File: config.mk
export PLATFORM = sky130hd
export DESIGN_NAME = pmvi_ctrl
export DESIGN_NICKNAME = d
export VERILOG_FILES = /design/src/hdl/pmvi_pkg.sv /design/src/hdl/pmvi_ctrl.sv
export SDC_FILE = /design/constraint.sdc
export NUM_CORES = 1
export LEC_CHECK = 0
export ABC_AREA = 1
export BUFFER_PORTS_ARGS = -buffer_cell sky130_fd_sc_hd__buf_2
export CAP_MARGIN = 15
export CORE_ASPECT_RATIO = 1.75
export CORE_MARGIN = 2
export CORE_UTILIZATION = 41
export CTS_BUF_LIST = sky130_fd_sc_hd__clkbuf_2 sky130_fd_sc_hd__clkbuf_4 sky130_fd_sc_hd__clkbuf_8
export CTS_CLUSTER_DIAMETER = 150
export DETAILED_ROUTE_END_ITERATION = 7
export PLACE_DENSITY = 0.63
export SLEW_MARGIN = 20
export SYNTH_ARGS = -nofsm -noshare
export SYNTH_HDL_FRONTEND = slang
export SYNTH_SLANG_ARGS = --single-unit
export TNS_END_PERCENT = 5
File: constraint.sdc
create_clock -name clk_i -period 5.1 [get_ports clk_i]
set_clock_uncertainty 0.05 [all_clocks]
set_input_delay 1.53 -clock clk_i [delete_from_list [all_inputs] [get_ports clk_i]]
set_output_delay 1.53 -clock clk_i [all_outputs]
set_load 0.02 [all_outputs]
File: src/hdl/pmvi_pkg.sv
`timescale 1ns / 1ps

package pmvi_pkg;

  // Vector and register word width
  localparam int W = 32;
  // Fraction bits of the frame time
  localparam int DT_BITS = 16;
  localparam int FRAC_BITS_DEF = 16;
  // Dividend width of the shared divider
  localparam int NUM_W = 2 * W;
  // Gravity in millionths, speed limit in whole units
  localparam longint unsigned GRAVITY_MICRO = 64'd9806650;
  localparam longint unsigned MAX_SPEED_DEF = 64'd1000;

  localparam int CFG_IDX_W = 3;
  typedef enum logic [CFG_IDX_W-1:0] {
    CFG_MASS       = 3'd0,
    CFG_DRAG       = 3'd1,
    CFG_MAX_SPEED  = 3'd2,
    CFG_GRAVITY_ON = 3'd3,
    CFG_GRAVITY    = 3'd4,
    CFG_KINEMATIC  = 3'd5,
    CFG_ACTIVE     = 3'd6
  } cfg_idx_e;

  typedef logic [1:0] comp_t;
  localparam comp_t COMP_FIRST = 2'd0;
  localparam comp_t COMP_Y     = 2'd1;
  localparam comp_t COMP_LAST  = 2'd2;

  typedef enum logic [2:0] {
    MUL_ACC_DT   = 3'd0,
    MUL_VEL_SQ   = 3'd1,
    MUL_DRAG_DT  = 3'd2,
    MUL_LIM_DT   = 3'd3,
    MUL_VEL_DRAG = 3'd4,
    MUL_VEL_LIM  = 3'd5
  } mul_sel_e;

  typedef enum logic [2:0] {
    VEL_NONE    = 3'd0,
    VEL_ADD_ACC = 3'd1,
    VEL_SUB_Q   = 3'd2,
    VEL_SET_Q   = 3'd3,
    VEL_ZERO    = 3'd4
  } vel_op_e;

  typedef struct packed {
    logic     cap;
    logic     mul_en;
    mul_sel_e mul_sel;
    logic     div_start;
    logic     div_acc;
    logic     acc_ld;
    logic     sqrt_start;
    logic     sq_ld;
    logic     sq_first;
    vel_op_e  vel_op;
    logic     speed_ld;
    logic     dlen_ld;
    logic     lim_ld;
    logic     clamp_set;
    logic     out_ld;
    comp_t    idx;
  } pmvi_cmd_t;

  typedef struct packed {
    logic frozen;
    logic div_busy;
    logic sqrt_busy;
    logic speed_zero;
    logic drag_gt;
    logic speed_gt_lim;
  } pmvi_sts_t;

  // Saturate a sign-extended W+2 bit sum to W bits
  function automatic logic [W-1:0] sat_w(input logic [W+1:0] v);
    logic [W-1:0] r;
    if (!v[W+1] && (v[W:W-1] != 2'b00)) begin
      r = {1'b0, {(W-1){1'b1}}};
    end else if (v[W+1] && (v[W:W-1] != 2'b11)) begin
      r = {1'b1, {(W-1){1'b0}}};
    end else begin
      r = v[W-1:0];
    end
    return r;
  endfunction

  function automatic logic [W+1:0] sext2(input logic [W-1:0] v);
    return {{2{v[W-1]}}, v};
  endfunction

endpackage

File: src/hdl/pmvi_ctrl.sv
`timescale 1ns / 1ps

module pmvi_ctrl import pmvi_pkg::*; (
  input  logic      clk_i,
  input  logic      rst_ni,
  input  logic      in_valid_i,
  output logic      in_stall_o,
  output logic      out_valid_o,
  input  logic      out_stall_i,
  output pmvi_cmd_t cmd_o,
  input  pmvi_sts_t sts_i
);

  typedef enum logic [18:0] {
    S_IDLE  = 19'h00001,
    S_ADIV  = 19'h00002,
    S_AWAIT = 19'h00004,
    S_AMUL  = 19'h00008,
    S_VADD  = 19'h00010,
    S_SQM   = 19'h00020,
    S_SQA   = 19'h00040,
    S_RTGO  = 19'h00080,
    S_RTW   = 19'h00100,
    S_DMUL  = 19'h00200,
    S_DLD   = 19'h00400,
    S_DCHK  = 19'h00800,
    S_LMUL  = 19'h01000,
    S_LLD   = 19'h02000,
    S_LCHK  = 19'h04000,
    S_SCM   = 19'h08000,
    S_SCD   = 19'h10000,
    S_SCW   = 19'h20000,
    S_OUT   = 19'h40000
  } state_e;

  state_e    state_q, state_d;
  comp_t     idx_q, idx_d;
  logic      ph_q, ph_d;
  logic      out_valid_q, out_valid_d;
  pmvi_cmd_t cmd;
  logic      last;

  assign last = (idx_q == COMP_LAST);

  always_comb begin
    cmd      = '0;
    cmd.idx  = idx_q;
    state_d  = state_q;
    idx_d    = idx_q;
    ph_d     = ph_q;
    case (state_q)
      S_IDLE: begin
        if (in_valid_i) begin
          cmd.cap = 1'b1;
          idx_d   = COMP_FIRST;
          ph_d    = 1'b0;
          state_d = sts_i.frozen ? S_OUT : S_ADIV;
        end
      end
      S_ADIV: begin
        cmd.div_start = 1'b1;
        cmd.div_acc   = 1'b1;
        state_d       = S_AWAIT;
      end
      S_AWAIT: begin
        if (!sts_i.div_busy) begin
          cmd.acc_ld = 1'b1;
          state_d    = S_AMUL;
        end
      end
      S_AMUL: begin
        cmd.mul_en  = 1'b1;
        cmd.mul_sel = MUL_ACC_DT;
        state_d     = S_VADD;
      end
      S_VADD: begin
        cmd.vel_op = VEL_ADD_ACC;
        if (last) begin
          idx_d   = COMP_FIRST;
          state_d = S_SQM;
        end else begin
          idx_d   = idx_q + 1'b1;
          state_d = S_ADIV;
        end
      end
      S_SQM: begin
        cmd.mul_en  = 1'b1;
        cmd.mul_sel = MUL_VEL_SQ;
        state_d     = S_SQA;
      end
      S_SQA: begin
        cmd.sq_ld    = 1'b1;
        cmd.sq_first = (idx_q == COMP_FIRST);
        if (last) begin
          idx_d   = COMP_FIRST;
          state_d = S_RTGO;
        end else begin
          idx_d   = idx_q + 1'b1;
          state_d = S_SQM;
        end
      end
      S_RTGO: begin
        cmd.sqrt_start = 1'b1;
        state_d        = S_RTW;
      end
      S_RTW: begin
        if (!sts_i.sqrt_busy) begin
          cmd.speed_ld = 1'b1;
          state_d      = ph_q ? S_LMUL : S_DMUL;
        end
      end
      S_DMUL: begin
        cmd.mul_en  = 1'b1;
        cmd.mul_sel = MUL_DRAG_DT;
        state_d     = S_DLD;
      end
      S_DLD: begin
        cmd.dlen_ld = 1'b1;
        state_d     = S_DCHK;
      end
      S_DCHK: begin
        idx_d = COMP_FIRST;
        if (sts_i.speed_zero) begin
          ph_d    = 1'b1;
          state_d = S_LMUL;
        end else if (sts_i.drag_gt) begin
          cmd.vel_op = VEL_ZERO;
          ph_d       = 1'b1;
          state_d    = S_SQM;
        end else begin
          state_d = S_SCM;
        end
      end
      S_LMUL: begin
        cmd.mul_en  = 1'b1;
        cmd.mul_sel = MUL_LIM_DT;
        state_d     = S_LLD;
      end
      S_LLD: begin
        cmd.lim_ld = 1'b1;
        state_d    = S_LCHK;
      end
      S_LCHK: begin
        if (sts_i.speed_gt_lim) begin
          cmd.clamp_set = 1'b1;
          idx_d         = COMP_FIRST;
          state_d       = S_SCM;
        end else begin
          state_d = S_OUT;
        end
      end
      S_SCM: begin
        cmd.mul_en  = 1'b1;
        cmd.mul_sel = ph_q ? MUL_VEL_LIM : MUL_VEL_DRAG;
        state_d     = S_SCD;
      end
      S_SCD: begin
        cmd.div_start = 1'b1;
        state_d       = S_SCW;
      end
      S_SCW: begin
        if (!sts_i.div_busy) begin
          cmd.vel_op = ph_q ? VEL_SET_Q : VEL_SUB_Q;
          if (!last) begin
            idx_d   = idx_q + 1'b1;
            state_d = S_SCM;
          end else if (ph_q) begin
            state_d = S_OUT;
          end else begin
            ph_d    = 1'b1;
            idx_d   = COMP_FIRST;
            state_d = S_SQM;
          end
        end
      end
      S_OUT: begin
        if (!out_valid_q || !out_stall_i) begin
          cmd.out_ld = 1'b1;
          state_d    = S_IDLE;
        end
      end
      default: begin
        state_d = S_IDLE;
      end
    endcase
  end

  always_comb begin
    if (cmd.out_ld) begin
      out_valid_d = 1'b1;
    end else if (!out_stall_i) begin
      out_valid_d = 1'b0;
    end else begin
      out_valid_d = out_valid_q;
    end
  end

  always_ff @(posedge clk_i or negedge rst_ni) begin
    if (!rst_ni) begin
      state_q     <= S_IDLE;
      idx_q       <= COMP_FIRST;
      ph_q        <= 1'b0;
      out_valid_q <= 1'b0;
    end else begin
      state_q     <= state_d;
      idx_q       <= idx_d;
      ph_q        <= ph_d;
      out_valid_q <= out_valid_d;
    end
  end

  assign in_stall_o  = (state_q != S_IDLE);
  assign out_valid_o = out_valid_q;
  assign cmd_o       = cmd;

  a_div_idle_start: assert property (@(posedge clk_i) disable iff (!rst_ni)
    cmd.div_start |-> !sts_i.div_busy)
    else $error("divider started while busy");

  a_accept_blocks: assert property (@(posedge clk_i) disable iff (!rst_ni)
    (in_valid_i && !in_stall_o) |=> in_stall_o)
    else $error("second item taken before the first finished");

  a_out_free: assert property (@(posedge clk_i) disable iff (!rst_ni)
    cmd.out_ld |-> (!out_valid_q || !out_stall_i))
    else $error("result overwrote a pending item");

  a_idx_range: assert property (@(posedge clk_i) disable iff (!rst_ni)
    (idx_q == COMP_FIRST) || (idx_q == COMP_Y) || (idx_q == COMP_LAST))
    else $error("component index out of range");

endmodule

[After elaboration in Yosys (flattened, before gate mapping)]
Cells that the tools add are included.
Word-level totals
  register bits after elaboration: 23
  bits of input ports: 10
  output and inout bits: 23
Operators by class
  add/subtract/negate cells: 1
  equality and inequality tests: 31
  mux-type cells: 53
  reductions and logical operators: 11
Operator list (number)
  19-bit case mux with 19 select lines: 1
  19-bit 2-to-1 mux: 10
  1-bit 2-to-1 mux: 24
  4-bit case mux with 5 select lines: 1
  19-bit by 1-bit equality test with 1-bit output, second input constant: 1
  19-bit by 10-bit equality test with 1-bit output, second input constant: 1
  19-bit by 11-bit equality test with 1-bit output, second input constant: 1
  19-bit by 12-bit equality test with 1-bit output, second input constant: 1
  19-bit by 13-bit equality test with 1-bit output, second input constant: 1
  19-bit by 14-bit equality test with 1-bit output, second input constant: 1
  19-bit by 15-bit equality test with 1-bit output, second input constant: 1
  19-bit by 16-bit equality test with 1-bit output, second input constant: 1
  19-bit by 17-bit equality test with 1-bit output, second input constant: 1
  19-bit by 18-bit equality test with 1-bit output, second input constant: 1
  19-bit equality test, second input constant: 1
  19-bit by 2-bit equality test with 1-bit output, second input constant: 1
  19-bit by 3-bit equality test with 1-bit output, second input constant: 1
  19-bit by 4-bit equality test with 1-bit output, second input constant: 1
  19-bit by 5-bit equality test with 1-bit output, second input constant: 1
  19-bit by 6-bit equality test with 1-bit output, second input constant: 1
  19-bit by 7-bit equality test with 1-bit output, second input constant: 1
  19-bit by 8-bit equality test with 1-bit output, second input constant: 1
  19-bit by 9-bit equality test with 1-bit output, second input constant: 1
  19-bit by 1-bit inequality test with 1-bit output, second input constant: 1
  21 further kinds: 40

[Logic depth before layout (Yosys ltp)]
  word-level depth: 5
  gate-level depth with buffers: 11
  gate-level depth less buffers: 10

[Worst setup path after synthesis]
Ideal clock, no wire load.
  path kind: input to output
  start point: in sts_i[4] in the netlist's numbering
  end point: out cmd_o[7] in the netlist's numbering
  arrival: 2113 ps
  required time: 3520 ps
  path slack: 1407 ps
  cell stages on the path: 3
  cells stage by stage: nor2_1 > nand2_1 > nand2_1
RTL lines
  start, declared: line pmvi_ctrl.sv:11  | input pmvi_sts_t sts_i
  end, declared: line pmvi_ctrl.sv:10  | output pmvi_cmd_t cmd_o,

==> impl_metrics.ini <==
[synth]
synth_top_family_by_area = simple AND/OR/NAND/NOR gates
synth.cell_area_um2 = 1640
yosys.area.top_type = dfrtp_1
synth_async_sr_flop_share_pct = 100
synthTopCellsByArea = dfrtp_1 34%, inv_1 9.4%, nand2_1 9.2%
synth_cells = 217
ys_types = 28
synth_xor_area_share_pct = 0
synth-main-ff-cell = dfrtp_1
yosys_warnings = 0
synth_compound_area_share_pct = 3.82
synth-edff-count = 0
avgSynthCellArea_um2 = 7.55
synth-simple-area-share_pct = 49.7
synth_fa_ha_area_share_pct = 0
ys_seq_area_share_pct = 35.2
synthesis.nets = 227
synth_top_area_share_pct = 33.6
synthMuxAreaShare_pct = 0
synth-seq-cells = 23

[worst_setup_path]
path_buf_inv = 2
crit_family = buffers and inverters
worstPathArrival_ps = 2070
start_kind = input pin
cp_max_fo = 5
cp_cell_sequence = buf_2 -> nor2_1 -> nand2_1 -> nand2_1 -> buf_2
r2r_slack_ps = 3380
max_stage_delay_ps = 160
crit_required_ps = 3520
end_kind = output pin
r2r_end = idx_q[1]$_DFFE_PN0P_
worstSetupPathType = input pin to output pin
slowest_stage = buf_2
r2r_cells = 10
r2r-start = state_q[7]$_DFFE_PN0P_

[timing]
fmax_ghz = 0.274
post-route-min-period_ps = 3650
hold_violations = 0
worstMarginPinSlew_ps = 550
fin_tns_setup_ps = 0
slew_viol_final = 0
setup_violations = 0
slew_headroom_pct = 63.3
rsz0062_at_grt = false
period_share_pct = 71.6

[power]
irDropWorstVdd_v = 0.000214
cellPowerDensity_nw_per_um2 = 370
p_int_uw = 372
combPwrFrac_pct = 50.8
leakage_uw = 0.00119
clockPowerShare_pct = 17.1
p_switching_uw = 322
swShare_pct = 46.4
p_seq_share_pct = 32.1

[placed_design]
io_buffers = 32
gp_congestion = 0.826
dpl.cell_count = 295
hpwl_mm = 3.22

[route]
drc_errors = 0
vias_per_cell = 4.87
ant_nets = 0
drt-pass1-iter-count = 4
wl_per_cell_um = 12.8
num_vias = 1457
drt_wl_total_mm = 3.84
drtIter0Drc = 36

[worst_hold_path]
holdPathEnd = out_valid_o$_DFFE_PN0P_
worstHoldStart = out_valid_o$_DFFE_PN0P_
worstHoldPathType = flip-flop to flip-flop
holdPathStages = 2

[floorplan]
design.die.area_um2 = 4540
dieWidth_um = 51.8
start_util_pct = 42.4
coreArea_um2 = 3870
die_h_um = 87.6
num_io_pins = 33
num_rows = 30

[layout]
drive_above_1_share_pct = 28.7
antenna_cells = 0
nets = 262
instances_no_fill = 299
syn2layout_area_growth_pct = 14.6

[clocking]
htree_levels = 1
hold_buffers = 0
cts_resized = 0
clock_latency_ps = 270
clkSinkCount = 23
postCtsSetupRepairBufs = 0
numCtsBuffers = 3
clk_pin_slew_ps = 90
clockBufferDepth = 2
clockRootBuffer = clkbuf_8
cts_tree = yes

[grt]
grt-ovfl-total = 0
grt_util_all_layers_pct = 19.9
grt_pass1_wl_mm = 6.71
antenna_found_initial = 0
grt_max_degree = 24
grt_pass1_vias = 1461

[run]
drv_cap = 0

[run_status]
status = finished, final reports clean
[stage by stage]
| step | util (%) | worst slack (ps) | hold WS (ps) | area [um2] | total power [uW] |
|---|---|---|---|---|---|
| floorplan | - | 1410 | 424 | 1640 | 504 |
| global placement | 47.3 | 1450 | 428 | 1830 | 577 |
| detailed placement | 47.3 | 1440 | 440 | 1830 | 579 |
| CTS | 48.5 | 1430 | 461 | 1880 | 696 |
| global route | 48.5 | 1380 | 501 | 1880 | 744 |
| finish | 48.5 | 1450 | 455 | 1880 | 694 |
[cell families after synthesis]
| kind of cell | after synthesis |
|---|---|
| AO/OA/AOI/OAI | 10 |
| flip-flops | 23 |
| AND/OR/NAND/NOR | 140 |
| buffers and inverters | 44 |
[worst reg2reg max path, cell delays in order (launching register included)]
cell and delay [ps]:
dfrtp_1 410, nor2_2 150, nand2_2 150, nor2_8 210, nand3_2 170, nand2_1 150, nor2_1 80, nand3_2 80
nand2_1 80, nand2_1 60, nand2_1 50
[worst max path at each step]
stage	start	end	slack (ps)	depth (start not counted)
4_1_cts	sts_i[4]	cmd_o[7]	1430	5
3_3_place_gp	sts_i[4]	cmd_o[7]	1450	5
5_1_grt	sts_i[4]	cmd_o[7]	1380	5
2_1_floorplan	sts_i[4]	cmd_o[7]	1410	3
3_5_place_dp	sts_i[4]	cmd_o[7]	1440	5
6_report	sts_i[4]	cmd_o[7]	1450	5
[power by group through the flow]
stage / Combinational, uW / Clock [uW] / Sequential, uW
after CTS: 355 / 119 / 222
after floorplan: 277 / 0 / 227
after detailed placement: 353 / 0 / 226
final: 353 / 119 / 223
after global routing: 390 / 129 / 226
after global placement: 352 / 0 / 226
[cell type report]
cell class	count	area, um2
clock inverter	1	5.00
inverter	42	158
sequential	23	577
timing repair buffer	32	160
fill	411	1990
clock buffer	3	41.3
multi-input combinational	150	876
tap	48	60.1
[sequential cells by signal, summed over array words and instances, names as in the netlist]
name,cells
out_valid_o,1
idx_q,2
ph_q,1
state_q,19
[synthesized netlist by cell type, types with 2 or more instances]
library cell / n
dfrtp_1: 22
nand3_1: 16
nand2_4: 3
nor3_1: 10
nand3b_1: 2
nand4_1: 6
inv_1: 41
nor2_2: 5
nand2_2: 3
o22ai_1: 5
o21ai_0: 2
nor3_2: 2
nor2_1: 33
nand3_4: 3
nor2_8: 3
nand3_2: 5
nand2_1: 40
nor2_4: 5
or2_2: 2
[routing by layer]
metal  part of all wire (%)  GRT usage (%)  up-vias
met5                      0              0        -
met4                    3.5           9.81        0
met3                    2.9           1.71        8
met2                     55           35.5       33
met1                     39           23.3      662
li1                       -              -      754
[placed cells by master, fill, tap and decap left out, types with 5 or more instances in the layout]
cell | Yosys | layout
inv_1 | 41 | 41
nand3_1 | 16 | 16
nor2_1 | 33 | 33
nor2_4 | 5 | 5
nand4_1 | 6 | 6
nor2_2 | 5 | 5
nand2_1 | 40 | 40
dfrtp_1 | 22 | 22
nand3_2 | 5 | 5
nor3_1 | 10 | 10
o22ai_1 | 5 | 5
buf_2 | 0 | 32
Note: power is estimated with default switching activity, not from simulation.
